<file path="config.mk">
export PLATFORM = sky130hd
export DESIGN_NAME = i2c_master_bit_sequencer
export DESIGN_NICKNAME = d
export VERILOG_FILES = /design/src/rtl/i2cbs_pkg.sv /design/src/rtl/i2cbs_ram.sv /design/src/rtl/i2cbs_prescale.sv /design/src/rtl/i2cbs_core.sv /design/src/rtl/i2c_master_bit_sequencer.sv
export SDC_FILE = /design/constraint.sdc
export NUM_CORES = 1
export LEC_CHECK = 0
export ABC_AREA = 0
export BUFFER_PORTS_ARGS = -buffer_cell sky130_fd_sc_hd__buf_2
export CAP_MARGIN = 20
export CORE_ASPECT_RATIO = 0.8
export CORE_MARGIN = 5
export CORE_UTILIZATION = 60
export CTS_BUF_LIST = sky130_fd_sc_hd__clkbuf_4 sky130_fd_sc_hd__clkbuf_8
export DETAILED_ROUTE_END_ITERATION = 12
export PLACE_DENSITY = 0.81
export SLEW_MARGIN = 20
export SYNTH_ARGS = -nofsm -noshare
export SYNTH_HDL_FRONTEND = slang
export SYNTH_HIERARCHICAL = 1
export SYNTH_SLANG_ARGS = --single-unit
</file>
<file path="constraint.sdc">
create_clock -name clk -period 5.6 [get_ports clk]
set_clock_uncertainty 0.15 [all_clocks]
set_input_delay 0.28 -clock clk [delete_from_list [all_inputs] [get_ports clk]]
set_output_delay 0.28 -clock clk [all_outputs]
set_load 0.1 [all_outputs]
</file>
<file path="src/rtl/i2cbs_pkg.sv">
`timescale 1ns / 1ps
`default_nettype none

package i2cbs_pkg;

  typedef enum logic [1:0] {
    KIND_TICK  = 2'd0,
    KIND_PUSH  = 2'd1,
    KIND_WRITE = 2'd2,
    KIND_READ  = 2'd3
  } kind_e;

  typedef enum logic [2:0] {
    PH_IDLE          = 3'd0,
    PH_START         = 3'd1,
    PH_ADDR          = 3'd2,
    PH_DATA          = 3'd3,
    PH_STOP          = 3'd4,
    PH_FIN_ACK       = 3'd5,
    PH_FIN_STOP_NACK = 3'd6,
    PH_FIN_NACK      = 3'd7
  } phase_e;

  localparam logic [1:0] ST_OK   = 2'd0;
  localparam logic [1:0] ST_BUSY = 2'd1;
  localparam logic [1:0] ST_ERR  = 2'd2;

  typedef struct packed {
    kind_e      kind;
    logic       scl_in;
    logic       sda_in;
    logic [7:0] byte_value;
    logic [6:0] target_addr;
    logic [7:0] length;
    logic       repeat_flag;
  } item_t;

  typedef struct packed {
    logic [1:0] accept_status;
    logic [1:0] transfer_status;
    logic       scl_low;
    logic       sda_low;
    logic       rx_valid;
    logic [7:0] rx_byte;
    logic [7:0] rx_index;
  } result_t;

  typedef struct packed {
    logic [7:0] step_divide;
    logic       poll_always;
  } cfg_t;

endpackage

`default_nettype wire

</file>
<file path="src/rtl/i2cbs_ram.sv">
`timescale 1ns / 1ps
`default_nettype none

module i2cbs_ram #(
  parameter int WIDTH = 8,
  parameter int DEPTH = 16,
  localparam int AW = (DEPTH > 1) ? $clog2(DEPTH) : 1
) (
  input  wire logic             clk,
  input  wire logic             we,
  input  wire logic [AW-1:0]    waddr,
  input  wire logic [WIDTH-1:0] wdata,
  input  wire logic [AW-1:0]    raddr,
  output logic      [WIDTH-1:0] rdata
);

  logic [WIDTH-1:0] mem [DEPTH];

  always_ff @(posedge clk) begin
    if (we) begin
      mem[waddr] <= wdata;
    end
    rdata <= mem[raddr];
  end

endmodule

`default_nettype wire

</file>
<file path="src/rtl/i2cbs_prescale.sv">
`timescale 1ns / 1ps
`default_nettype none

module i2cbs_prescale (
  input  wire logic             clk,
  input  wire logic             rst,
  input  wire logic             tick,
  input  wire i2cbs_pkg::cfg_t  cfg,
  output logic                  step
);

  logic [7:0] prescale_count;
  logic [7:0] prescale_count_next;
  logic       step_pending;
  logic       step_pending_next;
  logic [7:0] count_inc;
  logic       terminal;

  // divide of zero compares as always reached, same as one
  assign count_inc           = prescale_count + 8'd1;
  assign terminal            = (count_inc >= cfg.step_divide);
  assign prescale_count_next = terminal ? 8'd0 : count_inc;
  assign step                = step_pending | terminal;
  assign step_pending_next   = step & cfg.poll_always;

  always_ff @(posedge clk) begin
    if (rst) begin
      prescale_count <= 8'd0;
      step_pending   <= 1'b0;
    end else if (tick) begin
      prescale_count <= prescale_count_next;
      step_pending   <= step_pending_next;
    end
  end

endmodule

`default_nettype wire

</file>
<file path="src/rtl/i2cbs_core.sv">
`timescale 1ns / 1ps
`default_nettype none

module i2cbs_core #(
  parameter int TX_DEPTH = 16
) (
  input  wire logic               clk,
  input  wire logic               rst,
  input  wire logic               en,
  input  wire logic               step,
  input  wire i2cbs_pkg::item_t   item,
  output i2cbs_pkg::result_t      result
);

  localparam int CW = $clog2(TX_DEPTH + 1);
  localparam int AW = (TX_DEPTH > 1) ? $clog2(TX_DEPTH) : 1;
  localparam logic [CW-1:0] DEPTH_C = CW'(TX_DEPTH);

  // byte engine outcome
  localparam logic [1:0] R_BUSY = 2'd0;
  localparam logic [1:0] R_ACK  = 2'd1;
  localparam logic [1:0] R_NACK = 2'd2;

  i2cbs_pkg::phase_e phase, phase_next;
  logic          rd_mode, rd_mode_next;
  logic [2:0]    start_step, start_step_next;
  logic [1:0]    stop_step, stop_step_next;
  logic [3:0]    byte_step, byte_step_next;
  logic [2:0]    bit_step, bit_step_next;
  logic [7:0]    shift_reg, shift_reg_next;
  logic          sampled_bit, sampled_bit_next;
  logic [7:0]    pending_byte, pending_byte_next;
  logic [6:0]    slave_addr, slave_addr_next;
  logic          no_stop, no_stop_next;
  logic [CW-1:0] write_total, write_total_next;
  logic [CW-1:0] write_pos, write_pos_next;
  logic [7:0]    read_total, read_total_next;
  logic [8:0]    read_pos, read_pos_next;
  logic [CW-1:0] push_count, push_count_next;
  logic [1:0]    status_reg, status_reg_next;
  logic          scl_drv, scl_drv_next;
  logic          sda_drv, sda_drv_next;

  logic          ram_we;
  logic [7:0]    ram_rdata;
  logic [1:0]    acc;
  logic          emit_valid;
  logic [7:0]    emit_byte;
  logic [7:0]    emit_index;

  // tx buffer; read port follows write_pos so the next byte is ready early
  i2cbs_ram #(
    .WIDTH (8),
    .DEPTH (TX_DEPTH)
  ) u_tx_ram (
    .clk   (clk),
    .we    (ram_we & en),
    .waddr (push_count[AW-1:0]),
    .wdata (item.byte_value),
    .raddr (write_pos[AW-1:0]),
    .rdata (ram_rdata)
  );

  always_comb begin
    logic       op_out;
    logic       op_in;
    logic       out_b;
    logic       b_done;
    logic       b_val;
    logic       is_rx;
    logic       nack;
    logic       start_done;
    logic       stop_done;
    logic [1:0] r;
    logic [7:0] d;

    phase_next        = phase;
    rd_mode_next      = rd_mode;
    start_step_next   = start_step;
    stop_step_next    = stop_step;
    byte_step_next    = byte_step;
    bit_step_next     = bit_step;
    shift_reg_next    = shift_reg;
    sampled_bit_next  = sampled_bit;
    pending_byte_next = pending_byte;
    slave_addr_next   = slave_addr;
    no_stop_next      = no_stop;
    write_total_next  = write_total;
    write_pos_next    = write_pos;
    read_total_next   = read_total;
    read_pos_next     = read_pos;
    push_count_next   = push_count;
    status_reg_next   = status_reg;
    scl_drv_next      = scl_drv;
    sda_drv_next      = sda_drv;
    ram_we            = 1'b0;
    acc               = i2cbs_pkg::ST_ERR;
    emit_valid        = 1'b0;
    emit_byte         = 8'd0;
    emit_index        = 8'd0;
    op_out            = 1'b0;
    op_in             = 1'b0;
    out_b             = 1'b0;
    b_done            = 1'b0;
    b_val             = 1'b0;
    start_done        = 1'b0;
    stop_done         = 1'b0;
    r                 = R_BUSY;
    is_rx             = rd_mode && (phase == i2cbs_pkg::PH_DATA);
    nack              = (read_total != 8'd0) &&
                        ((10'(read_pos) + 10'd1) >= 10'(read_total));
    d                 = (phase == i2cbs_pkg::PH_ADDR) ? {slave_addr, rd_mode} : pending_byte;

    case (item.kind)
      i2cbs_pkg::KIND_TICK: begin
        if (step) begin
          // byte level: pick the bit operation for this step
          if (phase == i2cbs_pkg::PH_ADDR || phase == i2cbs_pkg::PH_DATA) begin
            if (is_rx) begin
              if (byte_step == 4'd0) begin
                shift_reg_next = 8'd0;
                sda_drv_next   = 1'b0;
                bit_step_next  = 3'd0;
                byte_step_next = 4'd2;
              end else if (byte_step >= 4'd2 && byte_step <= 4'd9) begin
                op_in = 1'b1;
              end else if (byte_step == 4'd10) begin
                op_out = 1'b1;
                out_b  = nack;
              end else begin
                r = R_NACK;
              end
            end else begin
              // first step of a byte loads it and starts bit one at once
              if (byte_step == 4'd0) begin
                bit_step_next  = 3'd0;
                shift_reg_next = d;
                byte_step_next = 4'd1;
              end
              if (byte_step_next >= 4'd1 && byte_step_next <= 4'd8) begin
                op_out = 1'b1;
                out_b  = shift_reg_next[7];
              end else if (byte_step_next == 4'd9) begin
                op_in = 1'b1;
              end else begin
                r = R_NACK;
              end
            end
          end

          // bit level
          if (op_out) begin
            case (bit_step_next)
              3'd0: begin
                sda_drv_next  = ~out_b;
                bit_step_next = 3'd1;
              end
              3'd1: begin
                scl_drv_next  = 1'b0;
                bit_step_next = 3'd2;
              end
              3'd2: begin
                if (item.scl_in) begin
                  bit_step_next = 3'd3;
                end
              end
              3'd3: begin
                scl_drv_next  = 1'b1;
                bit_step_next = 3'd4;
              end
              default: begin
                b_done = 1'b1;
              end
            endcase
          end
          if (op_in) begin
            case (bit_step_next)
              3'd0: begin
                sampled_bit_next = 1'b0;
                sda_drv_next     = 1'b0;
                bit_step_next    = 3'd1;
              end
              3'd1: begin
                scl_drv_next  = 1'b0;
                bit_step_next = 3'd2;
              end
              3'd2: begin
                if (item.scl_in) begin
                  bit_step_next = 3'd3;
                end
              end
              3'd3: begin
                sampled_bit_next = item.sda_in;
                scl_drv_next     = 1'b1;
                bit_step_next    = 3'd4;
              end
              3'd4: begin
                b_done = 1'b1;
                b_val  = sampled_bit_next;
              end
              default: begin
                b_done = 1'b1;
              end
            endcase
          end

          // finished bit: shift and count, or report the ack slot
          if (b_done) begin
            bit_step_next = 3'd0;
            if (is_rx) begin
              if (op_in) begin
                shift_reg_next = {shift_reg_next[6:0], b_val};
                byte_step_next = byte_step_next + 4'd1;
              end else begin
                r = R_ACK;
              end
            end else begin
              if (op_out) begin
                shift_reg_next = {shift_reg_next[6:0], 1'b0};
                byte_step_next = byte_step_next + 4'd1;
              end else begin
                r = b_val ? R_NACK : R_ACK;
              end
            end
          end

          // start pattern
          if (phase == i2cbs_pkg::PH_START) begin
            case (start_step)
              3'd0: begin
                sda_drv_next    = 1'b0;
                start_step_next = 3'd1;
              end
              3'd1: begin
                scl_drv_next    = 1'b0;
                start_step_next = 3'd2;
              end
              3'd2: begin
                sda_drv_next    = 1'b1;
                start_step_next = 3'd3;
              end
              3'd3: begin
                scl_drv_next    = 1'b1;
                start_step_next = 3'd4;
                start_done      = 1'b1;
              end
              default: begin
                start_done = 1'b1;
              end
            endcase
          end

          // stop pattern, skipped on repeated start
          if (phase == i2cbs_pkg::PH_STOP || phase == i2cbs_pkg::PH_FIN_STOP_NACK) begin
            if (no_stop) begin
              stop_done = 1'b1;
            end else begin
              case (stop_step)
                2'd0: begin
                  sda_drv_next   = 1'b1;
                  stop_step_next = 2'd1;
                end
                2'd1: begin
                  scl_drv_next   = 1'b0;
                  stop_step_next = 2'd2;
                end
                2'd2: begin
                  sda_drv_next   = 1'b0;
                  stop_step_next = 2'd3;
                  stop_done      = 1'b1;
                end
                default: begin
                  stop_done = 1'b1;
                end
              endcase
            end
          end

          // phase sequencing
          case (phase)
            i2cbs_pkg::PH_IDLE: begin
              status_reg_next = status_reg;
            end
            i2cbs_pkg::PH_START: begin
              status_reg_next = i2cbs_pkg::ST_BUSY;
              if (start_done) begin
                byte_step_next = 4'd0;
                phase_next     = i2cbs_pkg::PH_ADDR;
              end
            end
            i2cbs_pkg::PH_ADDR, i2cbs_pkg::PH_DATA: begin
              status_reg_next = i2cbs_pkg::ST_BUSY;
              if (r == R_NACK) begin
                phase_next = i2cbs_pkg::PH_FIN_STOP_NACK;
              end else if (r == R_ACK) begin
                if (rd_mode) begin
                  byte_step_next = 4'd0;
                  if (phase == i2cbs_pkg::PH_ADDR) begin
                    phase_next = i2cbs_pkg::PH_DATA;
                  end else begin
                    if (nack) begin
                      phase_next = i2cbs_pkg::PH_STOP;
                    end
                    if (read_pos < {1'b0, read_total}) begin
                      emit_valid = 1'b1;
                      emit_byte  = shift_reg_next;
                      emit_index = read_pos[7:0];
                    end else begin
                      // zero length read: byte taken but not presented
                      phase_next = i2cbs_pkg::PH_FIN_STOP_NACK;
                    end
                    read_pos_next = read_pos + 9'd1;
                  end
                end else if (write_pos < write_total) begin
                  byte_step_next    = 4'd0;
                  pending_byte_next = ram_rdata;
                  write_pos_next    = write_pos + CW'(1);
                  phase_next        = i2cbs_pkg::PH_DATA;
                end else if (phase == i2cbs_pkg::PH_ADDR) begin
                  // zero length write ends in error
                  phase_next = i2cbs_pkg::PH_FIN_STOP_NACK;
                end else begin
                  phase_next = i2cbs_pkg::PH_STOP;
                end
              end
            end
            i2cbs_pkg::PH_STOP: begin
              status_reg_next = i2cbs_pkg::ST_BUSY;
              if (stop_done) begin
                phase_next = i2cbs_pkg::PH_FIN_ACK;
              end
            end
            i2cbs_pkg::PH_FIN_ACK: begin
              status_reg_next = i2cbs_pkg::ST_OK;
              phase_next      = i2cbs_pkg::PH_IDLE;
            end
            i2cbs_pkg::PH_FIN_STOP_NACK: begin
              status_reg_next = i2cbs_pkg::ST_BUSY;
              if (stop_done) begin
                phase_next = i2cbs_pkg::PH_FIN_NACK;
              end
            end
            default: begin
              status_reg_next = i2cbs_pkg::ST_ERR;
              phase_next      = i2cbs_pkg::PH_IDLE;
            end
          endcase
        end
      end

      i2cbs_pkg::KIND_PUSH: begin
        // ignored while a write runs or when the buffer is full
        if ((phase == i2cbs_pkg::PH_IDLE || rd_mode) && push_count < DEPTH_C) begin
          ram_we          = 1'b1;
          push_count_next = push_count + CW'(1);
        end
      end

      default: begin
        if (item.kind == i2cbs_pkg::KIND_WRITE && {1'b0, item.length} > 9'(TX_DEPTH)) begin
          acc = i2cbs_pkg::ST_ERR;
        end else if (phase != i2cbs_pkg::PH_IDLE) begin
          acc = i2cbs_pkg::ST_BUSY;
        end else begin
          acc             = i2cbs_pkg::ST_OK;
          start_step_next = 3'd0;
          stop_step_next  = 2'd0;
          slave_addr_next = item.target_addr;
          status_reg_next = i2cbs_pkg::ST_BUSY;
          phase_next      = i2cbs_pkg::PH_START;
          if (item.kind == i2cbs_pkg::KIND_WRITE) begin
            rd_mode_next     = 1'b0;
            no_stop_next     = item.repeat_flag;
            write_total_next = CW'(item.length);
            write_pos_next   = '0;
            push_count_next  = '0;
          end else begin
            rd_mode_next    = 1'b1;
            read_total_next = item.length;
            read_pos_next   = 9'd0;
          end
        end
      end
    endcase
  end

  assign result.accept_status   = acc;
  assign result.transfer_status = status_reg_next;
  assign result.scl_low         = scl_drv_next;
  assign result.sda_low         = sda_drv_next;
  assign result.rx_valid        = emit_valid;
  assign result.rx_byte         = emit_byte;
  assign result.rx_index        = emit_index;

  always_ff @(posedge clk) begin
    if (rst) begin
      phase      <= i2cbs_pkg::PH_IDLE;
      rd_mode    <= 1'b0;
      start_step <= 3'd0;
      stop_step  <= 2'd0;
      byte_step  <= 4'd0;
      bit_step   <= 3'd0;
      no_stop    <= 1'b0;
      write_pos  <= '0;
      read_pos   <= 9'd0;
      push_count <= '0;
      status_reg <= i2cbs_pkg::ST_ERR;
      scl_drv    <= 1'b0;
      sda_drv    <= 1'b0;
    end else if (en) begin
      phase      <= phase_next;
      rd_mode    <= rd_mode_next;
      start_step <= start_step_next;
      stop_step  <= stop_step_next;
      byte_step  <= byte_step_next;
      bit_step   <= bit_step_next;
      no_stop    <= no_stop_next;
      write_pos  <= write_pos_next;
      read_pos   <= read_pos_next;
      push_count <= push_count_next;
      status_reg <= status_reg_next;
      scl_drv    <= scl_drv_next;
      sda_drv    <= sda_drv_next;
    end
  end

  always_ff @(posedge clk) begin
    if (en) begin
      shift_reg    <= shift_reg_next;
      sampled_bit  <= sampled_bit_next;
      pending_byte <= pending_byte_next;
      slave_addr   <= slave_addr_next;
      write_total  <= write_total_next;
      read_total   <= read_total_next;
    end
  end

endmodule

`default_nettype wire

</file>
<file path="src/rtl/i2c_master_bit_sequencer.sv">
`timescale 1ns / 1ps
`default_nettype none

// I2C master bit sequencer, open-drain, one write or one read transaction at a time.
// Input channel (in_valid/in_ready) carries one request per item: a timer tick with
// the sampled SCL/SDA pins, a tx byte push, or a start-write / start-read command.
// Output channel (out_valid/out_ready) returns exactly one result per request: the
// command reply, transfer status, the SCL/SDA pull-down drives, and a received byte
// with its index when a read byte completes.
// Ticks are divided by step_divide (APB reg 0) into sequencer steps; poll_always
// (APB reg 1) keeps stepping on every tick after the first step.
// Path: a request accepted into the input register then passes the step logic into the
// result register. Throughput: one request per cycle while out_ready keeps the result
// register draining; the single step of the sequencer is all the work a request needs.
// Stall: while out_ready is low the result register holds, the input register still
// takes one more request, then in_ready drops until the result is taken.
// Reset (rst, synchronous): both lines released, sequencer idle, status error,
// step_divide 1, poll_always 0. The tx buffer RAM is not cleared.
// The tx buffer holds TX_DEPTH bytes; write lengths above it are refused.

module i2c_master_bit_sequencer #(
  parameter int TX_DEPTH = 16
) (
  input  wire logic        clk,
  input  wire logic        rst,
  // APB config
  input  wire logic        psel,
  input  wire logic        penable,
  input  wire logic        pwrite,
  input  wire logic [2:0]  paddr,
  input  wire logic [31:0] pwdata,
  output logic      [31:0] prdata,
  output logic             pready,
  // request channel
  input  wire logic        in_valid,
  output logic             in_ready,
  input  wire logic [1:0]  kind,
  input  wire logic        scl_in,
  input  wire logic        sda_in,
  input  wire logic [7:0]  byte_value,
  input  wire logic [6:0]  target_addr,
  input  wire logic [7:0]  length,
  input  wire logic        repeat_flag,
  // result channel
  output logic             out_valid,
  input  wire logic        out_ready,
  output logic      [1:0]  accept_status,
  output logic      [1:0]  transfer_status,
  output logic             scl_low,
  output logic             sda_low,
  output logic             rx_valid,
  output logic      [7:0]  rx_byte,
  output logic      [7:0]  rx_index
);

  localparam logic REG_STEP_DIVIDE = 1'b0;
  localparam logic REG_POLL_ALWAYS = 1'b1;

  i2cbs_pkg::cfg_t    cfg;
  i2cbs_pkg::item_t   in_item;
  i2cbs_pkg::item_t   s1_item;
  i2cbs_pkg::result_t core_res;
  i2cbs_pkg::result_t res;
  logic               s1_valid;
  logic               adv;
  logic               step;
  logic               cfg_wr;

  // ---------------- APB config registers ----------------
  assign pready = 1'b1;
  assign cfg_wr = psel & penable & pwrite;

  always_ff @(posedge clk) begin
    if (rst) begin
      cfg.step_divide <= 8'd1;
      cfg.poll_always <= 1'b0;
    end else if (cfg_wr) begin
      case (paddr[2])
        REG_STEP_DIVIDE: cfg.step_divide <= pwdata[7:0];
        REG_POLL_ALWAYS: cfg.poll_always <= pwdata[0];
        default:         cfg.poll_always <= cfg.poll_always;
      endcase
    end
  end

  always_comb begin
    case (paddr[2])
      REG_STEP_DIVIDE: prdata = {24'd0, cfg.step_divide};
      REG_POLL_ALWAYS: prdata = {31'd0, cfg.poll_always};
      default:         prdata = 32'd0;
    endcase
  end

  // ---------------- input register ----------------
  assign in_item.kind        = i2cbs_pkg::kind_e'(kind);
  assign in_item.scl_in      = scl_in;
  assign in_item.sda_in      = sda_in;
  assign in_item.byte_value  = byte_value;
  assign in_item.target_addr = target_addr;
  assign in_item.length      = length;
  assign in_item.repeat_flag = repeat_flag;

  // request moves into the result register when that slot is free or draining
  assign adv      = s1_valid & (~out_valid | out_ready);
  assign in_ready = ~s1_valid | adv;

  always_ff @(posedge clk) begin
    if (rst) begin
      s1_valid <= 1'b0;
    end else if (in_valid & in_ready) begin
      s1_valid <= 1'b1;
    end else if (adv) begin
      s1_valid <= 1'b0;
    end
  end

  always_ff @(posedge clk) begin
    if (in_valid & in_ready) begin
      s1_item <= in_item;
    end
  end

  // ---------------- step logic ----------------
  i2cbs_prescale u_prescale (
    .clk  (clk),
    .rst  (rst),
    .tick (adv & (s1_item.kind == i2cbs_pkg::KIND_TICK)),
    .cfg  (cfg),
    .step (step)
  );

  i2cbs_core #(
    .TX_DEPTH (TX_DEPTH)
  ) u_core (
    .clk    (clk),
    .rst    (rst),
    .en     (adv),
    .step   (step),
    .item   (s1_item),
    .result (core_res)
  );

  // ---------------- result register ----------------
  always_ff @(posedge clk) begin
    if (rst) begin
      out_valid <= 1'b0;
    end else if (adv) begin
      out_valid <= 1'b1;
    end else if (out_ready) begin
      out_valid <= 1'b0;
    end
  end

  always_ff @(posedge clk) begin
    if (adv) begin
      res <= core_res;
    end
  end

  assign accept_status   = res.accept_status;
  assign transfer_status = res.transfer_status;
  assign scl_low         = res.scl_low;
  assign sda_low         = res.sda_low;
  assign rx_valid        = res.rx_valid;
  assign rx_byte         = res.rx_byte;
  assign rx_index        = res.rx_index;

  // ---------------- assertions ----------------
  // an empty result slot never back-pressures the request side
  a_ready_when_empty: assert property (@(posedge clk) disable iff (rst)
    !out_valid |-> in_ready)
    else $error("in_ready low with empty result register");

  // a received byte only comes from a tick during a running read
  a_rx_on_busy_tick: assert property (@(posedge clk) disable iff (rst)
    out_valid && rx_valid |->
      transfer_status == i2cbs_pkg::ST_BUSY && accept_status == i2cbs_pkg::ST_ERR)
    else $error("rx byte presented outside a busy read step");

  // an accepted command always leaves the transfer running
  a_accept_busy: assert property (@(posedge clk) disable iff (rst)
    out_valid && accept_status == i2cbs_pkg::ST_OK |->
      transfer_status == i2cbs_pkg::ST_BUSY)
    else $error("accepted command without busy status");

endmodule

`default_nettype wire

</file>
Yosys cells after proc, flatten, opt, wreduce, memory -nomap -nowiden
Memory sizes are Yosys's and may differ from the RTL's. A register that Yosys moved wholly into a read port is not among the register bits.
Cells that the tools add are included.
{"block": "word_totals", "mem_count": 1, "regBits": 148, "elab_cells": 372, "in_bits": 70, "ram_bits": 128}
{"memory": "u_core.u_tx_ram.mem", "depth": 16, "word_bits": 8, "rd": 1, "rd_ports_with_merged_regs": 1, "write_ports": 1, "line_no": "i2cbs_ram.sv:17", "rtl": "logic [WIDTH-1:0] mem [DEPTH];"}
{"block": "op_classes", "n_bitwise": 26, "n_mux": 194, "add_sub_neg": 6, "magnitude_cmp": 10, "reduce_logical": 47, "eq_ne": 49}
{"op": "3-bit two-way mux", "n": 28}
{"op": "9-bit two-way mux", "n": 9}
{"op": "8-bit two-way mux", "n": 10}
{"op": "4-bit two-way mux", "n": 19}
{"op": "1-bit two-way mux", "n": 74}
{"op": "32-bit case mux with 2 select lines", "n": 1}
{"op": "5-bit two-way mux", "n": 10}
{"op": "2-bit two-way mux", "n": 23}
{"op": "3-bit case mux with 4 select lines", "n": 3}
{"op": "11-bit AND reduction", "n": 3}
{"op": "3-bit by 2-bit equality test with 1-bit output (second input constant)", "n": 8}
{"op": "2-bit != test (second input constant)", "n": 10}
{"op": "5-bit case mux with 2 select lines", "n": 2}
{"op": "9-bit case mux with 2 select lines", "n": 1}
{"op": "2-bit by 1-bit != test with 1-bit output (second input constant)", "n": 8}
{"op": "1-bit inverter", "n": 16}
{"op": "8-bit AND reduction", "n": 2}
{"op": "3-bit case mux with 5 select lines", "n": 1}
{"op": "5-bit AND reduction", "n": 3}
{"op": "3-bit by 1-bit equality test with 1-bit output (second input constant)", "n": 4}
{"op": "3-bit equality test (second input constant)", "n": 4}
{"op": "3-bit zero test", "n": 4}
{"op": "1-bit case mux with 2 select lines", "n": 6}
{"op": "2-bit case mux with 3 select lines", "n": 2}
{"op": "other kinds (45)", "n": 81}

Logic depth before layout (Yosys ltp)
Gate-level depths: netlist of the first run.
{"block": "depth", "word_depth": 33, "depth_mapped": 19, "ltp_nobuf": 17}

Hierarchy
The synthesis of the first run kept the hierarchy.
{"mod": "i2cbs_ram", "instances": 1, "seq_area_each_um2": 4003.8, "cells_each": 229, "area_per_inst_um2": 5147.4}
{"mod": "i2cbs_core", "instances": 1, "seq_area_each_um2": 1911.8, "cells_each": 584, "area_per_inst_um2": 5004.8}
{"mod": "i2c_master_bit_sequencer", "instances": 1, "seq_area_each_um2": 1751.7, "cells_each": 139, "area_per_inst_um2": 2316.0}
{"mod": "i2cbs_prescale", "instances": 1, "seq_area_each_um2": 180.2, "cells_each": 78, "area_per_inst_um2": 659.4}

Worst setup path after synthesis of the first run
OpenSTA, ideal clock, no wires.
{"block": "synth_path", "path_kind": "register to register", "startpoint": "reg u_core.phase[0]", "endpoint": "reg u_core.pending_byte[0], enable pin", "synth_period_minus_slack_ns": 3.989, "arrival_ns": 3.444, "t_required_ns": 5.055, "stages_incl_launch_ff": 16, "slack_ns": 1.611, "setup_ns": 0.395, "cell_sequence": "dfxtp_1 -> buf_6 -> and4b_1 -> buf_6 -> mux2_2 -> mux2i_1 -> or3_1 -> and2_1 -> nand4_1 -> and3_4 -> inv_2 -> and2_1 -> ha_1 -> inv_1 -> nand2_1 -> nor4_1"}
{"block": "synth_between", "elab_chain_cells": 24}
{"element": "start: declaration", "line_no": "i2cbs_core.sv:24", "rtl": "i2cbs_pkg::phase_e phase, phase_next;"}
{"element": "start signal: assignment", "line_no": "i2cbs_core.sv:397", "rtl": "phase <= i2cbs_pkg::PH_IDLE;"}
{"element": "start signal: assignment", "line_no": "i2cbs_core.sv:411", "rtl": "phase <= phase_next;"}
{"element": "3-bit by 2-bit equality test with 1-bit output (on tied branches)", "line_no": "i2cbs_core.sv:118, i2cbs_core.sv:280, i2cbs_core.sv:109"}
{"element": "1-bit logical OR", "line_no": "i2cbs_core.sv:118", "rtl": "if (phase == i2cbs_pkg::PH_ADDR || phase == i2cbs_pkg::PH_DATA) begin"}
{"element": "3-bit two-way mux", "line_no": "i2cbs_core.sv:118"}
{"element": "3-bit two-way mux", "line_no": "i2cbs_core.sv:116", "rtl": "if (step) begin"}
{"element": "3-bit two-way mux", "line_no": "i2cbs_core.sv:114", "rtl": "case (item.kind)"}
{"element": "3-bit by 2-bit equality test with 1-bit output (tied with other cells)", "line_no": "i2cbs_core.sv:153", "rtl": "case (bit_step_next)"}
{"element": "3-bit case mux with 4 select lines", "line_no": "i2cbs_core.sv:153"}
{"element": "3-bit two-way mux", "line_no": "i2cbs_core.sv:152", "rtl": "if (op_out) begin"}
{"element": "(+8 left out)"}
{"element": "2-bit two-way mux", "line_no": "i2cbs_core.sv:218", "rtl": "if (op_out) begin"}
{"element": "2-bit two-way mux", "line_no": "i2cbs_core.sv:210", "rtl": "if (is_rx) begin"}
{"element": "2-bit two-way mux", "line_no": "i2cbs_core.sv:208", "rtl": "if (b_done) begin"}
{"element": "2-bit two-way mux", "line_no": "i2cbs_core.sv:116"}
{"element": "2-bit two-way mux", "line_no": "i2cbs_core.sv:114"}
{"element": "2-bit equality test", "line_no": "i2cbs_core.sv:293", "rtl": "if (r == R_NACK) begin"}
{"element": "1-bit inverter (no line)"}
{"element": "8-bit AND reduction (no line) (*)"}
{"element": "end signal: assignment", "line_no": "i2cbs_core.sv:431", "rtl": "pending_byte <= pending_byte_next;"}
{"element": "end: declaration", "line_no": "i2cbs_core.sv:32", "rtl": "logic [7:0] pending_byte, pending_byte_next;"}
Mark *: on every way between the ends. The rest lies on a longest branch, timed or not. The select of a mux whose other input is x is not followed.
A chain may end at the register's enable or synchronous reset.

Final worst setup path of the first run
{"block": "layout_path", "startpoint": "reg u_core.phase[1]", "endpoint": "reg u_core.write_pos[2]"}
{"block": "layout_between", "elab_chain_cells": 24}
{"element": "3-bit by 2-bit equality test with 1-bit output (on tied branches)", "line_no": "i2cbs_core.sv:118, i2cbs_core.sv:280, i2cbs_core.sv:109"}
{"element": "1-bit logical OR", "line_no": "i2cbs_core.sv:118"}
{"element": "3-bit two-way mux", "line_no": "i2cbs_core.sv:118"}
{"element": "3-bit two-way mux", "line_no": "i2cbs_core.sv:116"}
{"element": "3-bit two-way mux", "line_no": "i2cbs_core.sv:114"}
{"element": "3-bit by 2-bit equality test with 1-bit output (tied with other cells)", "line_no": "i2cbs_core.sv:153"}
{"element": "3-bit case mux with 4 select lines", "line_no": "i2cbs_core.sv:153"}
{"element": "3-bit two-way mux", "line_no": "i2cbs_core.sv:152"}
{"element": "(+8 left out)"}
{"element": "2-bit two-way mux", "line_no": "i2cbs_core.sv:218"}
{"element": "2-bit two-way mux", "line_no": "i2cbs_core.sv:210"}
{"element": "2-bit two-way mux", "line_no": "i2cbs_core.sv:208"}
{"element": "2-bit two-way mux", "line_no": "i2cbs_core.sv:116"}
{"element": "2-bit two-way mux", "line_no": "i2cbs_core.sv:114"}
{"element": "2-bit equality test or 2-bit by 1-bit equality test with 1-bit output (tied branches)", "line_no": "i2cbs_core.sv:293, i2cbs_core.sv:295"}
{"element": "2-bit != test (no line) or 2-bit by 1-bit != test with 1-bit output (tied branches)"}
{"element": "11-bit AND reduction (no line) (*)"}
{"element": "end signal: assignment", "line_no": "i2cbs_core.sv:418", "rtl": "write_pos <= write_pos_next;"}
{"element": "end: declaration", "line_no": "i2cbs_core.sv:36", "rtl": "logic [CW-1:0] write_pos, write_pos_next;"}
Marks and branches as above.

==> metrics, run 1 <==
vias in the first global route=around 8500; Max Buffers Root-to-Sink=3; PortBufs=76; DRC errors left=0; Final Cell Area=around 15000 um^2; Seq cells post-synth=between 200 and 300; CP max FO=13; Routed WL=~28000 um; GRT overflow=0; Clock Tree Root=clkbuf_8; largest area contributor in the synthesized netlist=edfxtp_1; FP Rows=between 40 and 50; Setup crit start kind=flop; Worst-Margin Slew=~980 ps; dpl cell area=between 10000 and 15000 um^2; final setup fails=0; P&R area growth vs syn=14.5%; ratio of cells with drive above 1 in the final layout=a little under a fifth; Starting Density=between 60 and 70%; Final Critical Period=approximately 4700 ps; count leader, synth=edfxtp_1; worst skew pair latency=roughly 580 ps; Pwr Total=roughly 4600 uW; EDFF count, synth=~220; CP Cell Sequence=and4b_1 > mux2_2 > mux2i_1 > or3_1 > and2_1 > nand4_1 > and3_4 > inv_2 > and2_1 > ha_1 > inv_1 > nand2_1 > nor4_1 > and2_1 > o21ai_0 > a32o_1; Ys Warns=6; final hold vios=0; Worst-path clk slew=about 60 ps; ys async rst share=0%; Sum Neg Setup Slack=0 ps; status=finished clean; Final Max Slew Viols=0; CP endpoint kind=flop; Leak=0.00548 uW; Final GP Congestion=between 0.9 and 1; I/O Pins=roughly 130; Vias=about 8600; register share of total power=between 50% and 60%; Place WS=1010 ps; initial DRC count=~730; Cell Area, Synth=around 13000 um^2; Die Ht=142 um; largest net degree at the start of global routing=58; Pint=between 3000 and 4000 uW; Die Span X=between 150 and 200 um; Total GRT Usage=between 20% and 30%; H-tree depth=2; Crit path largest cell delay=650 ps; Final Net Count=roughly 1300; worst min path class=in2reg; Setup CP Type=reg2reg; post-CTS sizing=0; max FFs per register=between 100 and 150; clk sinks=284; CP most frequent cell=and2_1; largest cells by area after synthesis=edfxtp_1 49%, dfxtp_1 10%, ha_1 3.9%; core area=21600 um^2; slowest CP cell=nor4_1; Final period util=a little over four fifths; Die Area=25000 um^2; Largest Register=u_core/u_tx_ram/mem; number of antenna diodes=0; TritonCTS buffer count=44; Pwr Density=~300 nW/um^2; CTS tree=yes; drt first pass iters=5; wire per inst=19.1 um; f_max=0.215 GHz; Critical Path RT=just under 6000 ps; Largest regs=u_core/u_tx_ram/mem x128, s1_item x28; Syn Area/Cell=roughly 13 um^2; VDD IR max=~0.00027 V; DP HPWL=approximately 18000 um; antenna-violating nets left=0; PnR worst setup slack=between 900 and 1000 ps; first-pass GRT wire length=approximately 45000 um; Gate power share=slightly above 7%; Commonest cells post-synth=216 x edfxtp_1, 87 x nand2_1, 79 x nor2_1; Max transition margin=between 30% and 40%; RSZ-0062 raised after global routing=no; CP arrival=4960 ps; Seq/Total Area, Yosys=between 50% and 60%; cell count after synthesis=about 1000; Psw=1090 uW; count of cell types in the netlist=roughly 80; vias per std cell=slightly below 6; worst hold slack=151 ps; share of the synthesized area in the top cell type=~49%; maxcap violations=0; initial antenna violation count=0; Clk pwr share=a little over two fifths; Post-synth top flop=edfxtp_1; Sw Ratio=23.9%
[layout by cell type (no fill, tap or decap), drive strengths merged, types with 7 or more instances in the layout]
master       instances
mux2                 7
and2b                8
nand2               87
or3                 13
nand2b              37
dlygate4sd3         40
o21ai               38
clkbuf              68
nor2                80
mux2i               20
ha                  41
mux4                32
a22oi               19
inv                 43
clkinv               7
a21oi               43
a211oi               7
o211ai               9
xnor2                7
conb                25
dfxtp               68
and2                26
edfxtp             216
nand3               21
nor3                20
nor4                 7
a21o                 9
o21a                 7
buf                 96
nor2b               12
[timing repair]
item	CTS	global route
hold buffers	40	0
setup endpoints to repair	0	0
setup buffers	0	0
hold endpoints to repair	39	0
[metal layers]
layer	track usage (%)	up-vias	wire, um
met2	36.9	328	13200
met3	5.42	32	2050
met5	0	-	0
met1	32.2	4198	12600
li1	-	4074	-
met4	5.37	0	356
[final timing paths]
check	from	end	slack [ps]	cells after the start
min	rst	u_core/stop_step[1]	150	3
max	u_core/phase[1]	u_core/write_pos[2]	940	16
max reg2reg	u_core/phase[1]	u_core/write_pos[2]	940	16
min reg2reg	u_core/u_tx_ram/rdata[7]	u_core/pending_byte[7]	250	0
[layout make-up]
class	instances	area, um^2
inverters	40	150
clock buffers	68	817
multi-input cells	660	4770
clock inverters	14	173
repair buffers	136	931
well taps	275	344
flip-flops and latches	284	7850
fillers	1444	6530
[critical path: cells and delay by family (launching register included)]
family / cells / cell delay, ps
adders and majority gates: 1 / 230
and+or+nand+nor: 9 / 2550
buffers and inverters: 2 / 130
DFF: 1 / 550
muxes: 2 / 530
AOI/OAI and AO/OA: 2 / 390
[power by group through the flow]
stage / registers (uW) / logic (uW) / clock network [uW]
after floorplan: 2430 / 188 / 0
after global placement: 2380 / 293 / 0
after detailed placement: 2380 / 296 / 0
after CTS: 2330 / 318 / 1930
after global routing: 2340 / 339 / 2050
final: 2330 / 322 / 1900
[through the flow]
stage	utilization (%)	cells
after floorplan	-	1053
after global placement	63.3	1355
after detailed placement	63.3	1355
after CTS	69.7	1477
after global routing	69.7	1477
final	69.7	1477
[cell families (layout without fill, tap and decap cells)]
| family | Yosys count | count (layout) | synth area share, % |
|---|---|---|---|
| mux | 59 | 59 | 8.02 |
| flops | 284 | 284 | 59.8 |
| compound gates | 177 | 177 | 9.21 |
| simple gates | 345 | 345 | 13.6 |
| other cells | 2 | 25 | 0.0572 |
| fa+ha+maj | 42 | 42 | 3.98 |
| buf+inv | 109 | 258 | 4.57 |
| xor+xnor | 12 | 12 | 0.801 |
(Power assumes the default switching activity.)
==> run 2, diff against run 1 <==
==> constraint.sdc (replaced) <==
create_clock -name clk -period 4.8 [get_ports clk]
set_clock_uncertainty 0.15 [all_clocks]
set_input_delay 0.24 -clock clk [delete_from_list [all_inputs] [get_ports clk]]
set_output_delay 0.24 -clock clk [all_outputs]
set_load 0.1 [all_outputs]
==> metrics, run 2 (synthesized netlist as in run 1, its figures left out) <==
Pwr Total=slightly above 5000 uW; RSZ-0062 raised after global routing=no; Max Buffers Root-to-Sink=3; I/O Pins=~130; number of antenna diodes=0; Final period util=95.2%; initial DRC count=slightly below 800; vias in the first global route=roughly 8500; Final Critical Period=4570 ps; hold path start=penable; Sum Neg Setup Slack=0 ps; Die Area=25000 um^2; Worst Hold Depth=3; Setup CP Type=reg2reg; Worst R2R Start=u_core/phase[1]; dpl cell area=about 14000 um^2; CP endpoint kind=flop; Starting Density=about three fifths; Vias=8743; Final Max Slew Viols=0; Die Ht=142 um; Gate power share=under 10%; CP max FO=13; reg2reg path depth=15; worst min path class=in2reg; ratio of cells with drive above 1 in the final layout=about a fifth; first-pass GRT wire length=approximately 45000 um; r2r setup slk=between 200 and 250 ps; Largest regs=u_core/u_tx_ram/mem x128, s1_item x28; Crit path largest cell delay=550 ps; status=finished clean; final setup fails=0; Final Net Count=between 1000 and 1500; VDD IR max=0.000377 V; max FFs per register=around 130; CP arrival=4860 ps; Worst-Margin Slew=~900 ps; Sw Ratio=between 20% and 30%; Total GRT Usage=a little under a quarter; Final GP Congestion=between 0.9 and 1; TritonCTS buffer count=between 40 and 50; PortBufs=76; Clock Tree Root=clkbuf_8; wire per inst=slightly below 20 um; DRC errors left=0; Psw=between 1000 and 1500 uW; most common cell after layout, fill and taps aside=edfxtp_1; drt first pass iters=5; hold path endpoint=cfg[7]; register share of total power=52.4%; GRT overflow=0; vias per std cell=about 5.9; initial antenna violation count=0; Clk pwr share=about two fifths; end of the worst register-to-register path=u_core/phase[1]; largest net degree at the start of global routing=57; CP Cell Sequence=and4b_1 > mux2_2 > mux2i_1 > or3_1 > and2_1 > nand4_1 > and3_4 > inv_2 > and2_1 > ha_1 > nor3_1 > nor4b_1 > a21oi_1 > o21ai_1 > mux2_2; Pint=3920 uW; CTS Hold Bufs=41; final hold vios=0; Routed WL=about 29000 um; Non-Filler Instances=1484; P&R area growth vs syn=14.6%; Die Span X=between 150 and 200 um; # placed instances=roughly 1400; CTS tree=yes; core area=approximately 22000 um^2; slowest CP cell=dfxtp_1; Largest Register=u_core/u_tx_ram/mem; f_max=roughly 0.22 GHz; most frequent cells in the layout=216 x edfxtp_1, 87 x nand2_1, 79 x nor2_1; setup repair bufs after CTS=0; Worst-path clk slew=around 70 ps; worst skew pair latency=approximately 570 ps; H-tree depth=2; Max transition margin=38.4%; maxcap violations=0; antenna-violating nets left=0; FP Rows=48; Critical Path RT=roughly 5100 ps; Setup crit start kind=flop; clk sinks=approximately 280; DP HPWL=between 15000 and 20000 um; Pwr Density=around 350 nW/um^2; post-CTS sizing=0; Leak=between 0.005 and 0.006 uW; Final Cell Area=between 15000 and 20000 um^2
[run 2: cell type report]
class	instances	area, um^2
repair buffers	144	993
clock buffers	64	800
fillers	1429	6520
multi-input cells	660	4770
clock inverters	17	131
flip-flops and latches	284	7850
inverters	40	150
well taps	275	344
[run 2: critical path, delay by kind of cell, from the launching register on]
family | cells | cell delay, ps
muxes | 3 | 880
and+or+nand+nor | 8 | 2140
DFF | 1 | 550
AOI/OAI and AO/OA | 2 | 450
buffers and inverters | 1 | 40
adders and majority gates | 1 | 230
[run 2: power by group through the flow]
stage	clock, uW	combinational, uW	sequential (uW)
3_3_place_gp	0	347	2770
5_1_grt	2260	403	2730
4_1_cts	2130	378	2720
2_1_floorplan	0	219	2830
6_report	2090	383	2720
3_5_place_dp	0	352	2770
[run 2: how the worst max path moves through the flow]
stage / from / end / slack (ps)
after floorplan: u_core/phase[0] / u_core/pending_byte[0] / 810
after global placement: u_core/phase[1] / u_core/phase[1] / 450
after detailed placement: u_core/phase[1] / u_core/phase[1] / 350
after CTS: u_core/phase[1] / u_core/phase[1] / 320
after global routing: u_core/phase[1] / u_core/phase[1] / 50
final: u_core/phase[1] / u_core/phase[1] / 230
[run 2: routing by layer]
layer	GRT usage, %	vias to the layer above	part of all wire, %
li1	-	4089	-
met1	33.4	4203	43
met2	36.5	395	46
met3	4.73	56	8.5
met4	5.37	0	2.0
met5	0	-	0
[run 2: per-stage QoR]
step           hold slack, ps  util (%)  worst slack (ps)
2_1_floorplan             166         -               811
3_3_place_gp              238      63.5               447
3_5_place_dp              239      63.5               350
4_1_cts                   156      69.8               319
5_1_grt                   190      69.8              48.9
6_report                  186      69.8               232
==> run 3, diff against run 2 <==
--- a/config.mk
+++ b/config.mk
@@ -10,10 +10,9 @@
 export CAP_MARGIN = 20
 export CORE_ASPECT_RATIO = 0.8
 export CORE_MARGIN = 5
-export CORE_UTILIZATION = 60
-export CTS_BUF_LIST = sky130_fd_sc_hd__clkbuf_4 sky130_fd_sc_hd__clkbuf_8
+export CORE_UTILIZATION = 59
 export DETAILED_ROUTE_END_ITERATION = 12
-export PLACE_DENSITY = 0.81
+export PLACE_DENSITY = 0.8
 export SLEW_MARGIN = 20
 export SYNTH_ARGS = -nofsm -noshare
 export SYNTH_HDL_FRONTEND = slang
==> metrics, run 3 (synthesized netlist as in run 1, its figures left out) <==
hold path start=penable; Die Ht=~140 um; Pwr Density=353 nW/um^2; Routed WL=just under 30000 um; most frequent cells in the layout=216 x edfxtp_1, 87 x nand2_1, 79 x nor2_1; Psw=1280 uW; P&R area growth vs syn=14.7%; wire per inst=about 20 um; vias per std cell=just under 6; clk sinks=284; Pint=around 4000 uW; Die Span X=approximately 180 um; Sw Ratio=about a quarter; vias in the first global route=8725; end of the worst register-to-register path=u_core/phase[1]; CP Cell Sequence=and4b_1 > mux2_2 > mux2i_1 > or3_1 > and2_1 > nand4_1 > and3_4 > inv_2 > and2_1 > ha_1 > nor3_1 > nor4b_2 > a21oi_1 > o21ai_1 > mux2_2; ratio of cells with drive above 1 in the final layout=between 10% and 20%; Die Area=between 20000 and 30000 um^2; Final GP Congestion=about 0.9; maxcap violations=0; Max transition margin=about two fifths; Total GRT Usage=approximately 23%; final setup fails=0; CP max FO=11; slowest CP cell=dfxtp_1; f_max=roughly 0.22 GHz; I/O Pins=roughly 130; DP HPWL=roughly 19000 um; Post-Route M1 WL=12700 um; fin util=slightly below 70%; Multi-input gate area=4780 um^2; Crit path largest cell delay=roughly 530 ps; CP arrival=roughly 4800 ps; Non-Filler Instances=approximately 1500; Final Max Slew Viols=0; FP Rows=48; initial DRC count=around 710; reg2reg path depth=15; Final Critical Period=roughly 4500 ps; Clk pwr share=roughly two fifths; Critical Path RT=roughly 5100 ps; drt first pass iters=5; Max Buffers Root-to-Sink=3; worst min path class=in2reg; Final period util=between 90 and 100%; # placed instances=about 1400; Setup CP Type=reg2reg; Sum Neg Setup Slack=0 ps; first-pass GRT wire length=between 40000 and 50000 um; GRT overflow=0; storage element area=7850 um^2; Pwr Total=roughly 5300 uW; Fill cells=~1500; register share of total power=51.3%; RSZ-0062 raised after global routing=no; VDD IR max=between 0.0002 and 0.0003 V; TritonCTS buffer count=27; Worst-Margin Slew=roughly 910 ps; Worst R2R Start=u_core/rd_mode; antenna-violating nets left=0; CP endpoint kind=flop; max layer used=met4; Worst Hold Depth=3; met3 WL=around 2200 um; Worst-path clk slew=roughly 70 ps; Setup crit start kind=flop; CTS tree=yes; number of antenna diodes=0; initial antenna violation count=0; Starting Density=60.4%; DRC errors left=0; H-tree depth=1; most common cell after layout, fill and taps aside=edfxtp_1; Clock Tree Root=clkbuf_16; largest net degree at the start of global routing=57; core area=21700 um^2; Vias=roughly 8700; Final Net Count=about 1300; max FFs per register=~130; worst hold slack=197 ps; Largest Register=u_core/u_tx_ram/mem; setup repair bufs after CTS=0; routed length on met2=13900 um; Largest regs=u_core/u_tx_ram/mem x128, s1_item x28; Leak=roughly 0.0054 uW; final hold vios=0; Gate power share=under 10%; r2r setup slk=330 ps; PortBufs=76; status=finished clean; worst skew pair latency=approximately 550 ps; hold path endpoint=cfg[7]
run 3: final cells by class:
cell class | instances | area share, %
Sequential cell | 284 | 52.1
Multi-Input combinational cell | 660 | 31.7
Timing Repair Buffer | 143 | 6.55
Clock buffer | 29 | 4.54
Tap cell | 300 | 2.49
Clock inverter | 21 | 1.53
Inverter | 40 | 0.998
run 3: metrics by stage:
stage	instance area [um^2]	setup WS (ps)
floorplan	13200	811
global placement	13700	507
detailed placement	13700	343
CTS	15000	322
global route	15100	105
finish	15100	330
run 3: critical path: cells and delay by family, from the launching register on:
family | cells | cell delay (ps)
AOI/OAI and AO/OA | 2 | 410
adders and majority gates | 1 | 230
buffers and inverters | 1 | 40
DFF | 1 | 530
muxes | 3 | 900
and+or+nand+nor | 8 | 2110
run 3: power groups by stage:
| stage | Combinational [uW] | Sequential [uW] | Clock [uW] |
|---|---|---|---|
| after floorplan | 219 | 2830 | 0 |
| after global placement | 346 | 2770 | 0 |
| after detailed placement | 351 | 2780 | 0 |
| after CTS | 378 | 2720 | 2240 |
| after global routing | 404 | 2730 | 2340 |
| final | 383 | 2720 | 2200 |
run 3: worst max path at each step:
| stage | from | to | slack [ps] | cells after the start |
|---|---|---|---|---|
| after global routing | u_core/rd_mode | u_core/phase[1] | 110 | 15 |
| after CTS | u_core/rd_mode | u_core/phase[1] | 320 | 15 |
| after floorplan | u_core/phase[0] | u_core/pending_byte[0] | 810 | 15 |
| after detailed placement | u_core/rd_mode | u_core/phase[1] | 340 | 15 |
| after global placement | u_core/rd_mode | u_core/phase[1] | 510 | 15 |
| final | u_core/rd_mode | u_core/phase[1] | 330 | 15 |
run 3: timing repair:
| action | CTS | global route |
|---|---|---|
| gates resized for setup | 0 | 1 |
| hold buffers | 41 | 0 |
| hold endpoints to repair | 42 | 0 |
| endpoints found under the setup margin | 0 | 1 |
run 3: metal layers:
metal | track usage (%) | vias to the layer above
met4 | 5.29 | 0
met3 | 5.00 | 52
met5 | 0 | -
met2 | 38.1 | 329
li1 | - | 4039
met1 | 32.0 | 4261
